==> src/rtl/core/cppc_pkg.sv <==
// ----------------------------------------------------------------------------
// cppc_pkg
// Shared types and constants of the peak-to-peak coupling check.
// ----------------------------------------------------------------------------
package cppc_pkg;

  localparam int TRACE_LEN   = 1024;
  localparam int MAX_SENSORS = 32;

  localparam int SAMPLE_W = 12;
  localparam int SENSOR_W = 5;
  localparam int POS_W    = 11;
  localparam int THR_W    = 12;
  localparam int COUNT_W  = 6;
  localparam int MASK_W   = 32;
  localparam int CFG_IDX_W  = 3;
  localparam int CFG_DATA_W = 32;

  // position saturates at the smaller of the trace length minus one and 2047
  localparam int POS_CAP_INT = (TRACE_LEN - 1 < 2047) ? (TRACE_LEN - 1) : 2047;
  localparam logic [POS_W-1:0]   POS_CAP       = POS_W'(POS_CAP_INT);
  localparam logic [COUNT_W-1:0] MAX_SENSORS_C = COUNT_W'(MAX_SENSORS);

  localparam logic signed [SAMPLE_W-1:0] SAMPLE_MAX = 12'sh7FF;
  localparam logic signed [SAMPLE_W-1:0] SAMPLE_MIN = 12'sh800;

  typedef enum logic [CFG_IDX_W-1:0] {
    CFG_WINDOW_START  = 3'd0,
    CFG_WINDOW_END    = 3'd1,
    CFG_AMP_THRESHOLD = 3'd2,
    CFG_PASS_FLOOR    = 3'd3,
    CFG_ACTIVE_MASK   = 3'd4,
    CFG_SENSOR_COUNT  = 3'd5
  } cfg_idx_e;

  typedef struct packed {
    logic [POS_W-1:0]   window_start;
    logic [POS_W-1:0]   window_end;
    logic [THR_W-1:0]   amp_threshold;
    logic [COUNT_W-1:0] pass_floor;
    logic [MASK_W-1:0]  active_mask;
    logic [COUNT_W-1:0] sensor_count;
  } cfg_t;

  typedef struct packed {
    logic signed [SAMPLE_W-1:0] sample;
    logic [SENSOR_W-1:0]        sensor_index;
    logic                       capture_failed;
    logic                       trace_end;
    logic                       scan_end;
  } item_t;

  typedef struct packed {
    logic [MASK_W-1:0]  coupled_mask;
    logic [COUNT_W-1:0] good_count;
    logic               coupling_error;
  } result_t;

endpackage

==> src/rtl/core/cppc_stream_if.sv <==
// ----------------------------------------------------------------------------
// cppc stream interfaces
// Valid/ready channels for samples, results and register writes.
// ----------------------------------------------------------------------------
interface cppc_in_if import cppc_pkg::*; ();
  logic                       valid;
  logic                       ready;
  logic signed [SAMPLE_W-1:0] sample;
  logic [SENSOR_W-1:0]        sensor_index;
  logic                       capture_failed;
  logic                       trace_end;
  logic                       scan_end;

  modport source (output valid, sample, sensor_index, capture_failed, trace_end, scan_end,
                  input ready);
  modport sink   (input valid, sample, sensor_index, capture_failed, trace_end, scan_end,
                  output ready);
endinterface

interface cppc_out_if import cppc_pkg::*; ();
  logic               valid;
  logic               ready;
  logic [MASK_W-1:0]  coupled_mask;
  logic [COUNT_W-1:0] good_count;
  logic               coupling_error;

  modport source (output valid, coupled_mask, good_count, coupling_error, input ready);
  modport sink   (input valid, coupled_mask, good_count, coupling_error, output ready);
endinterface

interface cppc_cfg_if import cppc_pkg::*; ();
  logic                  valid;
  logic                  ready;
  logic [CFG_IDX_W-1:0]  index;
  logic [CFG_DATA_W-1:0] data;

  modport source (output valid, index, data, input ready);
  modport sink   (input valid, index, data, output ready);
endinterface

==> src/rtl/core/cppc_cfg_regs.sv <==
// ----------------------------------------------------------------------------
// cppc_cfg_regs
// Register file for window, threshold, pass floor and sensor selection settings.
// ----------------------------------------------------------------------------
module cppc_cfg_regs import cppc_pkg::*; (
  input  logic            clk_i,
  input  logic            rst_ni,
  cppc_cfg_if.sink        cfg_i,
  output cfg_t            cfg_o
);

  cfg_t cfg_q, cfg_d;

  assign cfg_i.ready = 1'b1;

  always_comb begin
    cfg_d = cfg_q;
    if (cfg_i.valid) begin
      unique case (cfg_idx_e'(cfg_i.index))
        CFG_WINDOW_START:  cfg_d.window_start  = cfg_i.data[POS_W-1:0];
        CFG_WINDOW_END:    cfg_d.window_end    = cfg_i.data[POS_W-1:0];
        CFG_AMP_THRESHOLD: cfg_d.amp_threshold = cfg_i.data[THR_W-1:0];
        CFG_PASS_FLOOR:    cfg_d.pass_floor    = cfg_i.data[COUNT_W-1:0];
        CFG_ACTIVE_MASK:   cfg_d.active_mask   = cfg_i.data[MASK_W-1:0];
        CFG_SENSOR_COUNT:  cfg_d.sensor_count  = cfg_i.data[COUNT_W-1:0];
        default:           cfg_d = cfg_q;
      endcase
    end
  end

  always_ff @(posedge clk_i or negedge rst_ni) begin
    if (!rst_ni) begin
      cfg_q.window_start  <= POS_W'(200);
      cfg_q.window_end    <= POS_W'(974);
      cfg_q.amp_threshold <= THR_W'(500);
      cfg_q.pass_floor    <= COUNT_W'(3);
      cfg_q.active_mask   <= '1;
      cfg_q.sensor_count  <= COUNT_W'(32);
    end else begin
      cfg_q <= cfg_d;
    end
  end

  assign cfg_o = cfg_q;

endmodule

==> src/rtl/core/cppc_trace_eval.sv <==
// ----------------------------------------------------------------------------
// cppc_trace_eval
// Per-trace min/max tracking, sensor judgement and scan accumulation.
// ----------------------------------------------------------------------------
module cppc_trace_eval import cppc_pkg::*; (
  input  logic    clk_i,
  input  logic    rst_ni,
  input  logic    step_i,
  input  item_t   item_i,
  input  cfg_t    cfg_i,
  output result_t res_o
);

  logic [POS_W-1:0]           pos_q, pos_d;
  logic signed [SAMPLE_W-1:0] min_q, min_d, min_upd;
  logic signed [SAMPLE_W-1:0] max_q, max_d, max_upd;
  logic [MASK_W-1:0]          mask_q, mask_d, mask_upd;
  logic [COUNT_W-1:0]         cnt_q, cnt_d, cnt_upd;

  logic                 in_window;
  logic                 trace_done;
  logic [COUNT_W-1:0]   limit;
  logic                 eligible;
  logic signed [SAMPLE_W:0] p2p;
  logic                 good_new;

  always_comb begin
    in_window  = (pos_q >= cfg_i.window_start) && (pos_q < cfg_i.window_end);
    min_upd    = (in_window && item_i.sample < min_q) ? item_i.sample : min_q;
    max_upd    = (in_window && item_i.sample > max_q) ? item_i.sample : max_q;
    trace_done = item_i.trace_end || item_i.scan_end;

    limit    = (cfg_i.sensor_count < MAX_SENSORS_C) ? cfg_i.sensor_count : MAX_SENSORS_C;
    eligible = ({1'b0, item_i.sensor_index} < limit) &&
               cfg_i.active_mask[item_i.sensor_index] && !item_i.capture_failed;

    // empty window leaves max below min, so p2p goes negative
    p2p      = $signed({max_upd[SAMPLE_W-1], max_upd}) - $signed({min_upd[SAMPLE_W-1], min_upd});
    good_new = trace_done && eligible && (p2p >= $signed({1'b0, cfg_i.amp_threshold})) &&
               !mask_q[item_i.sensor_index];

    mask_upd = mask_q | (good_new ? (MASK_W'(1) << item_i.sensor_index) : '0);
    cnt_upd  = cnt_q + COUNT_W'(good_new);

    pos_d  = pos_q;
    min_d  = min_q;
    max_d  = max_q;
    mask_d = mask_q;
    cnt_d  = cnt_q;
    if (step_i) begin
      if (trace_done) begin
        pos_d = '0;
        min_d = SAMPLE_MAX;
        max_d = SAMPLE_MIN;
      end else begin
        pos_d = (pos_q < POS_CAP) ? pos_q + POS_W'(1) : pos_q;
        min_d = min_upd;
        max_d = max_upd;
      end
      if (item_i.scan_end) begin
        mask_d = '0;
        cnt_d  = '0;
      end else begin
        mask_d = mask_upd;
        cnt_d  = cnt_upd;
      end
    end

    res_o.coupled_mask   = mask_upd;
    res_o.good_count     = cnt_upd;
    res_o.coupling_error = (cnt_upd < cfg_i.pass_floor);
  end

  always_ff @(posedge clk_i or negedge rst_ni) begin
    if (!rst_ni) begin
      pos_q  <= '0;
      min_q  <= SAMPLE_MAX;
      max_q  <= SAMPLE_MIN;
      mask_q <= '0;
      cnt_q  <= '0;
    end else begin
      pos_q  <= pos_d;
      min_q  <= min_d;
      max_q  <= max_d;
      mask_q <= mask_d;
      cnt_q  <= cnt_d;
    end
  end

endmodule

==> src/rtl/core/coupling_peak_to_peak_check.sv <==
// ----------------------------------------------------------------------------
// coupling_peak_to_peak_check
// Windowed peak-to-peak coupling check over a scan of sensor echo traces.
// ----------------------------------------------------------------------------
// Usage:
//   in_i carries one echo sample per item with its sensor index and the
//   capture_failed, trace_end and scan_end flags. Samples whose position in
//   the trace lies in [window_start, window_end) feed a running min/max; at
//   trace end the sensor is judged and its bit set in the coupled mask.
//   out_o gives one result per scan (mask, count, error flag), taken from the
//   item that carries scan_end. cfg_i writes the six registers by index; it
//   is always ready and is only to be used while the block is idle.
//   Throughput is one item per cycle while no scan_end item waits on a
//   stalled result. A scan_end item sits in the input register; as it steps
//   on, its result is loaded into the result register and out_o shows it.
//   Only the scan_end item waits on a stalled result; while out_o is held
//   the input keeps flowing until the next scan_end item reaches the input
//   register, which then holds until the result is taken.
//   Reset clears trace and scan state and loads the register defaults.
// ----------------------------------------------------------------------------
module coupling_peak_to_peak_check import cppc_pkg::*; (
  input  logic       clk_i,
  input  logic       rst_ni,
  cppc_cfg_if.sink   cfg_i,
  cppc_in_if.sink    in_i,
  cppc_out_if.source out_o
);

  cfg_t    cfg;
  item_t   item_q;
  logic    in_valid_q, in_valid_d;
  result_t res_next;
  result_t res_q;
  logic    out_valid_q, out_valid_d;
  logic    step;
  logic    load_out;
  logic    in_fire;

  cppc_cfg_regs u_cfg_regs (
    .clk_i  (clk_i),
    .rst_ni (rst_ni),
    .cfg_i  (cfg_i),
    .cfg_o  (cfg)
  );

  cppc_trace_eval u_trace_eval (
    .clk_i  (clk_i),
    .rst_ni (rst_ni),
    .step_i (step),
    .item_i (item_q),
    .cfg_i  (cfg),
    .res_o  (res_next)
  );

  // non-final items never wait on the result register
  assign step     = in_valid_q && (!item_q.scan_end || !out_valid_q || out_o.ready);
  assign load_out = step && item_q.scan_end;
  assign in_i.ready = !in_valid_q || step;
  assign in_fire    = in_i.valid && in_i.ready;

  always_comb begin
    in_valid_d = in_valid_q;
    if (in_fire) begin
      in_valid_d = 1'b1;
    end else if (step) begin
      in_valid_d = 1'b0;
    end
    out_valid_d = out_valid_q;
    if (load_out) begin
      out_valid_d = 1'b1;
    end else if (out_o.ready) begin
      out_valid_d = 1'b0;
    end
  end

  always_ff @(posedge clk_i or negedge rst_ni) begin
    if (!rst_ni) begin
      in_valid_q  <= 1'b0;
      out_valid_q <= 1'b0;
    end else begin
      in_valid_q  <= in_valid_d;
      out_valid_q <= out_valid_d;
    end
  end

  always_ff @(posedge clk_i) begin
    if (in_fire) begin
      item_q.sample         <= in_i.sample;
      item_q.sensor_index   <= in_i.sensor_index;
      item_q.capture_failed <= in_i.capture_failed;
      item_q.trace_end      <= in_i.trace_end;
      item_q.scan_end       <= in_i.scan_end;
    end
    if (load_out) begin
      res_q <= res_next;
    end
  end

  assign out_o.valid          = out_valid_q;
  assign out_o.coupled_mask   = res_q.coupled_mask;
  assign out_o.good_count     = res_q.good_count;
  assign out_o.coupling_error = res_q.coupling_error;

`ifndef SYNTHESIS
  a_count_matches_mask: assert property (@(posedge clk_i) disable iff (!rst_ni)
    out_valid_q |-> (res_q.good_count == COUNT_W'($countones(res_q.coupled_mask))))
    else $error("good_count disagrees with coupled_mask");

  a_error_flag: assert property (@(posedge clk_i) disable iff (!rst_ni)
    load_out |=> (res_q.coupling_error == (res_q.good_count < cfg.pass_floor)))
    else $error("coupling_error inconsistent with good_count");

  a_hold_item: assert property (@(posedge clk_i) disable iff (!rst_ni)
    (in_valid_q && !step) |=> (in_valid_q && $stable(item_q)))
    else $error("stalled input item lost or changed");

  a_no_result_overwrite: assert property (@(posedge clk_i) disable iff (!rst_ni)
    (out_valid_q && !out_o.ready) |-> !load_out)
    else $error("pending result overwritten");
`endif

endmodule

==> src/flat_wrapper.sv <==
// flat-port wrapper written by rule: the top's interface ports become plain ports
module coupling_peak_to_peak_check_flat import cppc_pkg::*;
  (clk_i, rst_ni, cfg_i_valid, cfg_i_index, cfg_i_data, cfg_i_ready, in_i_valid, in_i_sample, in_i_sensor_index, in_i_capture_failed, in_i_trace_end, in_i_scan_end, in_i_ready, out_o_valid, out_o_coupled_mask, out_o_good_count, out_o_coupling_error, out_o_ready);
  cppc_cfg_if cfg_i_i ();
  cppc_in_if in_i_i ();
  cppc_out_if out_o_i ();
  input  logic clk_i;
  input  logic rst_ni;
  input wire logic [$bits(cfg_i_i.valid)-1:0] cfg_i_valid;
  input wire logic [$bits(cfg_i_i.index)-1:0] cfg_i_index;
  input wire logic [$bits(cfg_i_i.data)-1:0] cfg_i_data;
  output wire logic [$bits(cfg_i_i.ready)-1:0] cfg_i_ready;
  input wire logic [$bits(in_i_i.valid)-1:0] in_i_valid;
  input wire logic [$bits(in_i_i.sample)-1:0] in_i_sample;
  input wire logic [$bits(in_i_i.sensor_index)-1:0] in_i_sensor_index;
  input wire logic [$bits(in_i_i.capture_failed)-1:0] in_i_capture_failed;
  input wire logic [$bits(in_i_i.trace_end)-1:0] in_i_trace_end;
  input wire logic [$bits(in_i_i.scan_end)-1:0] in_i_scan_end;
  output wire logic [$bits(in_i_i.ready)-1:0] in_i_ready;
  output wire logic [$bits(out_o_i.valid)-1:0] out_o_valid;
  output wire logic [$bits(out_o_i.coupled_mask)-1:0] out_o_coupled_mask;
  output wire logic [$bits(out_o_i.good_count)-1:0] out_o_good_count;
  output wire logic [$bits(out_o_i.coupling_error)-1:0] out_o_coupling_error;
  input wire logic [$bits(out_o_i.ready)-1:0] out_o_ready;
  assign cfg_i_i.valid = cfg_i_valid;
  assign cfg_i_i.index = cfg_i_index;
  assign cfg_i_i.data = cfg_i_data;
  assign cfg_i_ready = cfg_i_i.ready;
  assign in_i_i.valid = in_i_valid;
  assign in_i_i.sample = in_i_sample;
  assign in_i_i.sensor_index = in_i_sensor_index;
  assign in_i_i.capture_failed = in_i_capture_failed;
  assign in_i_i.trace_end = in_i_trace_end;
  assign in_i_i.scan_end = in_i_scan_end;
  assign in_i_ready = in_i_i.ready;
  assign out_o_valid = out_o_i.valid;
  assign out_o_coupled_mask = out_o_i.coupled_mask;
  assign out_o_good_count = out_o_i.good_count;
  assign out_o_coupling_error = out_o_i.coupling_error;
  assign out_o_i.ready = out_o_ready;
  coupling_peak_to_peak_check u_core (.clk_i(clk_i), .rst_ni(rst_ni), .cfg_i(cfg_i_i), .in_i(in_i_i), .out_o(out_o_i));
endmodule
==> config.mk <==
export PLATFORM = sky130hd
export DESIGN_NAME = coupling_peak_to_peak_check_flat
export DESIGN_NICKNAME = d
export VERILOG_FILES = /design/src/rtl/core/cppc_pkg.sv /design/src/rtl/core/cppc_stream_if.sv /design/src/rtl/core/cppc_cfg_regs.sv /design/src/rtl/core/cppc_trace_eval.sv /design/src/rtl/core/coupling_peak_to_peak_check.sv /design/src/flat_wrapper.sv
export SDC_FILE = /design/constraint.sdc
export NUM_CORES = 1
export LEC_CHECK = 0
export BUFFER_PORTS_ARGS = -buffer_cell sky130_fd_sc_hd__buf_2
export CAP_MARGIN = 30
export CORE_MARGIN = 2
export CORE_UTILIZATION = 48
export CTS_CLUSTER_SIZE = 12
export DETAILED_ROUTE_END_ITERATION = 16
export GPL_ROUTABILITY_DRIVEN = 0
export GPL_TIMING_DRIVEN = 0
export PLACE_DENSITY = 0.67
export SLEW_MARGIN = 20
export SYNTH_ARGS = -nofsm -noshare
export SYNTH_HDL_FRONTEND = slang
export SYNTH_SLANG_ARGS = --single-unit
==> constraint.sdc <==
create_clock -name clk_i -period 7.65 [get_ports clk_i]
set_input_delay 1.53 -clock clk_i [delete_from_list [all_inputs] [get_ports clk_i]]
set_output_delay 1.53 -clock clk_i [all_outputs]
set_load 0.01 [all_outputs]
==> results of run 1 <==
metrics by stage:
step | setup slack (ns) | TNS, ns | util, %
floorplan | 1.28 | 0 | -
global placement | 0.0631 | 0 | 52.5
detailed placement | -0.0266 | -0.0266 | 52.8
CTS | 0.0800 | 0 | 56.0
global route | 0.0140 | 0 | 56.4
finish | 0.575 | 0 | 56.4
critical path: cells and delay by family, from the launching register on:
family,cells,cell delay (ns)
multiplexers,1,0.26
adder cells (fa/ha/maj),6,1.69
buffers and inverters,3,0.42
AO/OA/AOI/OAI,15,3.31
AND/OR/NAND/NOR,7,0.81
flip-flops,1,0.46
cells in the mapped netlist (11+ instances only):
master	count
inv_1	81
nor2_1	42
a22o_1	14
mux2i_1	13
ha_1	80
mux2_2	43
o21ai_0	92
o21bai_1	17
a21oi_1	28
edfxtp_1	59
nand3_1	19
nand2_1	112
dfstp_2	63
nor2b_1	17
clkbuf_1	25
nor3_1	16
a2bb2oi_1	11
nand2b_1	20
dfrtp_1	90
layer usage:
metal | part of all wire [%] | wire, µm | track usage, % | up-vias
met2 | 49 | 12700 | 37.8 | 184
met4 | 2.6 | 658 | 6.39 | 0
met3 | 4.3 | 1100 | 2.90 | 42
li1 | - | - | - | 3908
met5 | 0 | 0 | 0 | -
met1 | 44 | 11200 | 28.9 | 3891
area by class of cell:
class	count	area share (%)
multi-input combinational	680	38.0
tap	285	2.81
timing repair buffer	110	4.93
buffer	37	1.42
inverter	82	2.43
clock inverter	10	0.502
clock buffer	34	5.18
sequential	212	44.7
repair_timing:
action	in CTS	in global routing
hold buffers	0	0
endpoints found under the hold margin	0	0
pin swaps	0	3
gates resized for setup	1	16
gates cloned	0	0
setup endpoints to repair	1	1
setup buffers	0	7
cells by family (layout without fill, tap and decap cells):
kind of cell | after synthesis | after routing | share of synthesized area (%)
compound gates | 248 | 248 | 15.0
xor+xnor | 18 | 18 | 1.44
fa+ha+maj | 81 | 81 | 9.32
buf+inv | 119 | 273 | 4.39
flops | 212 | 212 | 51.9
mux | 56 | 56 | 5.61
other cells | 1 | 1 | 0.0342
simple gates | 276 | 276 | 12.3
registers in the layout, summed over array words and instances, names as in the netlist:
register / count
u_core.u_trace_eval.pos_q: 11
u_core.in_valid_q: 1
u_core.u_trace_eval.cnt_q: 6
u_core.out_o.coupled_mask: 32
u_core.item_q: 20
u_core.u_trace_eval.mask_q: 32
u_core.u_trace_eval.min_q: 12
u_core.u_trace_eval.max_q: 12
u_core.u_cfg_regs.cfg_o: 78
u_core.out_o.good_count: 6
u_core.out_o.coupling_error: 1
u_core.out_o.valid: 1
final timing paths:
kind / startpoint / to / slack (ns) / depth (start not counted)
max: u_core.u_trace_eval.pos_q[10] / u_core.out_o.coupling_error / 0.58 / 32
min: u_core.u_trace_eval.cnt_q[0] / u_core.u_trace_eval.cnt_q[0] / 0.48 / 2
max reg2reg: u_core.u_trace_eval.pos_q[10] / u_core.out_o.coupling_error / 0.58 / 32
min reg2reg: u_core.u_trace_eval.cnt_q[0] / u_core.u_trace_eval.cnt_q[0] / 0.48 / 2
max in group asynchronous: rst_ni / u_core.u_cfg_regs.cfg_o[7] / 5.84 / 2
min in group asynchronous: rst_ni / u_core.u_trace_eval.pos_q[3] / 0.96 / 1
power groups by stage:
| stage | Clock [µW] | Combinational, µW | Sequential, µW |
|---|---|---|---|
| 2_1_floorplan | 0 | 228 | 1370 |
| 3_3_place_gp | 0 | 332 | 1380 |
| 3_5_place_dp | 0 | 350 | 1380 |
| 4_1_cts | 1080 | 353 | 1360 |
| 5_1_grt | 1120 | 397 | 1380 |
| 6_report | 1050 | 352 | 1370 |
==> results.md, run 1 <==
- Status: completed
- Cell Rows: 55
- PD cells: 218 nW/µm²
- Fin. max-slew vios: 0
- Post-synth top flop: dfrtp_1
- Die W: 155 µm
- FF+latch count, synth: 212
- Fraction of registers with async set/reset: 72.2%
- Register area: 5680 µm²
- Worst-path cell with the longest stage delay: dfrtp_2
- Net Switching: 699 µW
- Mapped cell area: 11000 µm²
- Crit Path Max Fanout: 8
- Nets: 1288
- First-pass GRT wire length: 41700 µm
- Max Clk Rate: 141 MHz
- Synth top area cells: dfrtp_1, edfxtp_1, dfstp_2
- Post-Syn Area per Cell: 10.8 µm²
- Crit path largest cell delay: 0.46 ns
- Tmin final: 7.07 ns
- Mapped Cells: 1011
- Top cell type's share of synthesized area: 20.6%
- Final hold viol count: 0
- Area of the multi-input gates: 4830 µm²
- Placed cell count: 1399
- Crit path DAT: 7.46 ns
- Grt ovf: 0
- DR WL/cell: 17.7 µm
- RSZ-0062 raised after global routing: false
- Clock transition at path regs: 0.06 ns
- P&R area growth vs syn: 16.0%
- Post-Place Cell Area: 11900 µm²
- CP dominant cell by count: ha_1
- Setup-failing EPs final: 0
- Top cell type by total area after synthesis: dfrtp_1
- # DRC: 0
- Diodes inserted: 0
- Critical path class: register to register
- Effective utilization at floorplan: 48.7%
- Final ANT Viol Nets: 0
- Vias: 8025
- GRT Util Overall: 21.9%
- Post-synthesis sequential area ratio: 51.9%
- Max-cap violations: 0
- Root Buffer: clkbuf_16
- Final Skew: 0.0193 ns
- DP HPWL: 19100 µm
- Comb pwr share: 12.7%
- Power, Total: 2770 µW
- Number of flops mapped to enable cells by yosys: 59
- Worst-Skew Late Latency: 0.53 ns
- Port Buf Inserts: 100
- Commonest non-fill, non-tap cells in the layout: nand2_1, buf_2, o21ai_0, dfrtp_1
- Vias in the first global route: 8027
- Initial antenna violation count: 0
- Final worst path period share: 92.5%
- H-tree depth: 1
- Io pins: 102
- Die area: 24000 µm²
- Slew @ Worst Pin: 0.867 ns
- Core box area: 22500 µm²
- Worst VDD drop: 233 µV
- YS warnings: 0
- Slew HR: 42.1%
- CTS tree: yes
- Final Cell Area: 12700 µm²
- Largest net degree at the start of global routing: 94
- Distinct cells, synth: 70
- Via density: 5.53
- Clock share of power: 37.9%
- Min-delay worst type: register to register
- Pleak: 0.00563 µW
- Most common cell after layout, fill and taps aside: nand2_1
- Reg power frac: 49.4%
- Die H: 155 µm
- Int Pwr: 2070 µW
- Crit path capture type: register
- Required @ worst endpoint: 8.03 ns
- # fillers: 1966
- Switching part of the total: 25.3%
- Clock buffer depth: 3
- Startpoint types: register
- Hold_ws: 0.479 ns
- Clock sinks: 212
- First-iteration detailed-routing DRC count: 436
- Total CTS buffers: 24
- DR pass1 iterations: 6
- Net Count, Synth: 1152
- Final wirelength: 25700 µm
- Ratio of cells with drive above 1 in the final layout: 24.4%
- Non-Filler Instances: 1450
(Power assumes the default switching activity.)
==> run 2: changes to the inputs <==
- PLACE_DENSITY: 0.67 -> 0.64
==> run 2 against run 1 <==
Clock skew is 0.0060 ns higher. Global-route usage up 0.37 points. Cell count unchanged. Critical path depth grew 3. Combinational power about the same. Die area unchanged. Power up 3.0%. Non-clock buffer count unchanged. Sequential share of layout area down 0.20 points. Sequential power is essentially flat. Maximum frequency is 0.22% higher. Largest power group unchanged. Highest routed layer unchanged.
==> results.md, run 2 (same netlist as run 1, synthesis figures left out) <==
- RSZ-0062 raised after global routing: false
- Crit path largest cell delay: 0.46 ns
- Crit Path Max Fanout: 10
- Required @ worst endpoint: 8.03 ns
- Commonest non-fill, non-tap cells in the layout: nand2_1, buf_2, o21ai_0, dfrtp_1
- Total CTS buffers: 24
- First-pass GRT wire length: 42400 µm
- Fin. max-slew vios: 0
- Slew HR: 32.6%
- Max-cap violations: 0
- GRT Util Overall: 22.2%
- Die area: 24000 µm²
- Hold_ws: 0.472 ns
- Nets: 1288
- Final worst setup slack: 0.590 ns
- Final hold viol count: 0
- PD cells: 223 nW/µm²
- Grt ovf: 0
- Diodes inserted: 0
- Tmin final: 7.06 ns
- CP dominant cell by count: ha_1
- Via density: 5.49
- H-tree depth: 1
- Core box area: 22500 µm²
- Min-delay worst type: register to register
- Most common cell after layout, fill and taps aside: nand2_1
- Final worst path period share: 92.3%
- First-iteration detailed-routing DRC count: 370
- Worst slack, placed: -0.00803 ns
- Io pins: 102
- Max reg flops: 78
- Largest net degree at the start of global routing: 89
- DP HPWL: 19000 µm
- Critical path class: register to register
- Crit path capture type: register
- DR pass1 iterations: 5
- DR WL/cell: 18.1 µm
- Final Skew: 0.0253 ns
- Clock sinks: 212
- Root Buffer: clkbuf_16
- Worst-path cell with the longest stage delay: dfrtp_2
- Pleak: 0.00565 µW
- CTS tree: yes
- Initial antenna violation count: 0
- Setup TNS: 0 ns
- Status: completed
- Crit path DAT: 7.44 ns
- Die W: 155 µm
- Final wirelength: 26200 µm
- Vias in the first global route: 7970
- Worst VDD drop: 173 µV
- Clock buffer depth: 3
- Max Clk Rate: 142 MHz
- Setup-failing EPs final: 0
- Cell Rows: 55
- Startpoint types: register
- P&R area growth vs syn: 16.5%
- Vias: 7964
- Port Buf Inserts: 100
- Slew @ Worst Pin: 1.01 ns
- Die H: 155 µm
- Clock transition at path regs: 0.06 ns
- Final ANT Viol Nets: 0
- # DRC: 0
- Ratio of cells with drive above 1 in the final layout: 24.2%
- Worst-Skew Late Latency: 0.53 ns
- Effective utilization at floorplan: 48.7%
run 2: worst paths after layout:
kind	startpoint	end	slack [ns]	cells past startpoint
max	u_core.u_trace_eval.pos_q[10]	u_core.out_o.coupling_error	0.59	35
min in group asynchronous	rst_ni	u_core.u_cfg_regs.cfg_o[61]	1.03	1
max reg2reg	u_core.u_trace_eval.pos_q[10]	u_core.out_o.coupling_error	0.59	35
max in group asynchronous	rst_ni	u_core.u_cfg_regs.cfg_o[32]	5.80	2
min	u_core.u_trace_eval.cnt_q[0]	u_core.u_trace_eval.cnt_q[0]	0.47	2
min reg2reg	u_core.u_trace_eval.cnt_q[0]	u_core.u_trace_eval.cnt_q[0]	0.47	2
run 2: worst max-delay path, delay by kind of cell (launching register included):
| family | cells | cell delay [ns] |
|---|---|---|
| compound gates | 16 | 2.83 |
| xor+xnor | 1 | 0.08 |
| fa+ha+maj | 6 | 1.70 |
| buf+inv | 3 | 0.60 |
| flops | 1 | 0.46 |
| simple gates | 9 | 1.24 |
run 2: what timing repair did:
| action | in CTS | in global routing |
|---|---|---|
| hold buffers | 0 | 0 |
| gates resized for setup | 1 | 20 |
| pin swaps | 0 | 4 |
| cloned | 0 | 0 |
| endpoints found under the setup margin | 1 | 1 |
| setup buffers | 0 | 7 |
run 2: layout make-up:
class,count,area (µm²)
inverter,82,309
multi-input combinational,680,4820
fill,1995,9740
clock buffer,37,701
timing repair buffer,110,626
sequential,212,5680
tap,285,357
clock inverter,7,77.6
buffer,37,185
run 2: report_power, final:
part / internal, µW / leakage [µW] / switching, µW / total (µW)
sequential: 1310 / 0.00244 / 52.1 / 1370
clock: 667 / 0.000379 / 463 / 1130
combinational: 155 / 0.00284 / 199 / 354
run 2: routing by layer:
layer / track usage (%) / part of all wire, % / up-vias
li1: - / - / 3894
met1: 30.0 / 45 / 3821
met2: 37.4 / 48 / 197
met3: 2.84 / 4.3 / 52
met4: 7.32 / 3.2 / 0
met5: 0 / 0 / -
run 2: per-stage QoR:
| step | total power (µW) | util (%) | cells | cell area, µm² |
|---|---|---|---|---|
| after floorplan | 1600 | - | 1011 | 11000 |
| after global placement | 1720 | 52.5 | 1396 | 11800 |
| after detailed placement | 1740 | 52.8 | 1399 | 11900 |
| after CTS | 2880 | 56.3 | 1443 | 12700 |
| after global routing | 2980 | 56.7 | 1450 | 12800 |
| final | 2850 | 56.7 | 1450 | 12800 |
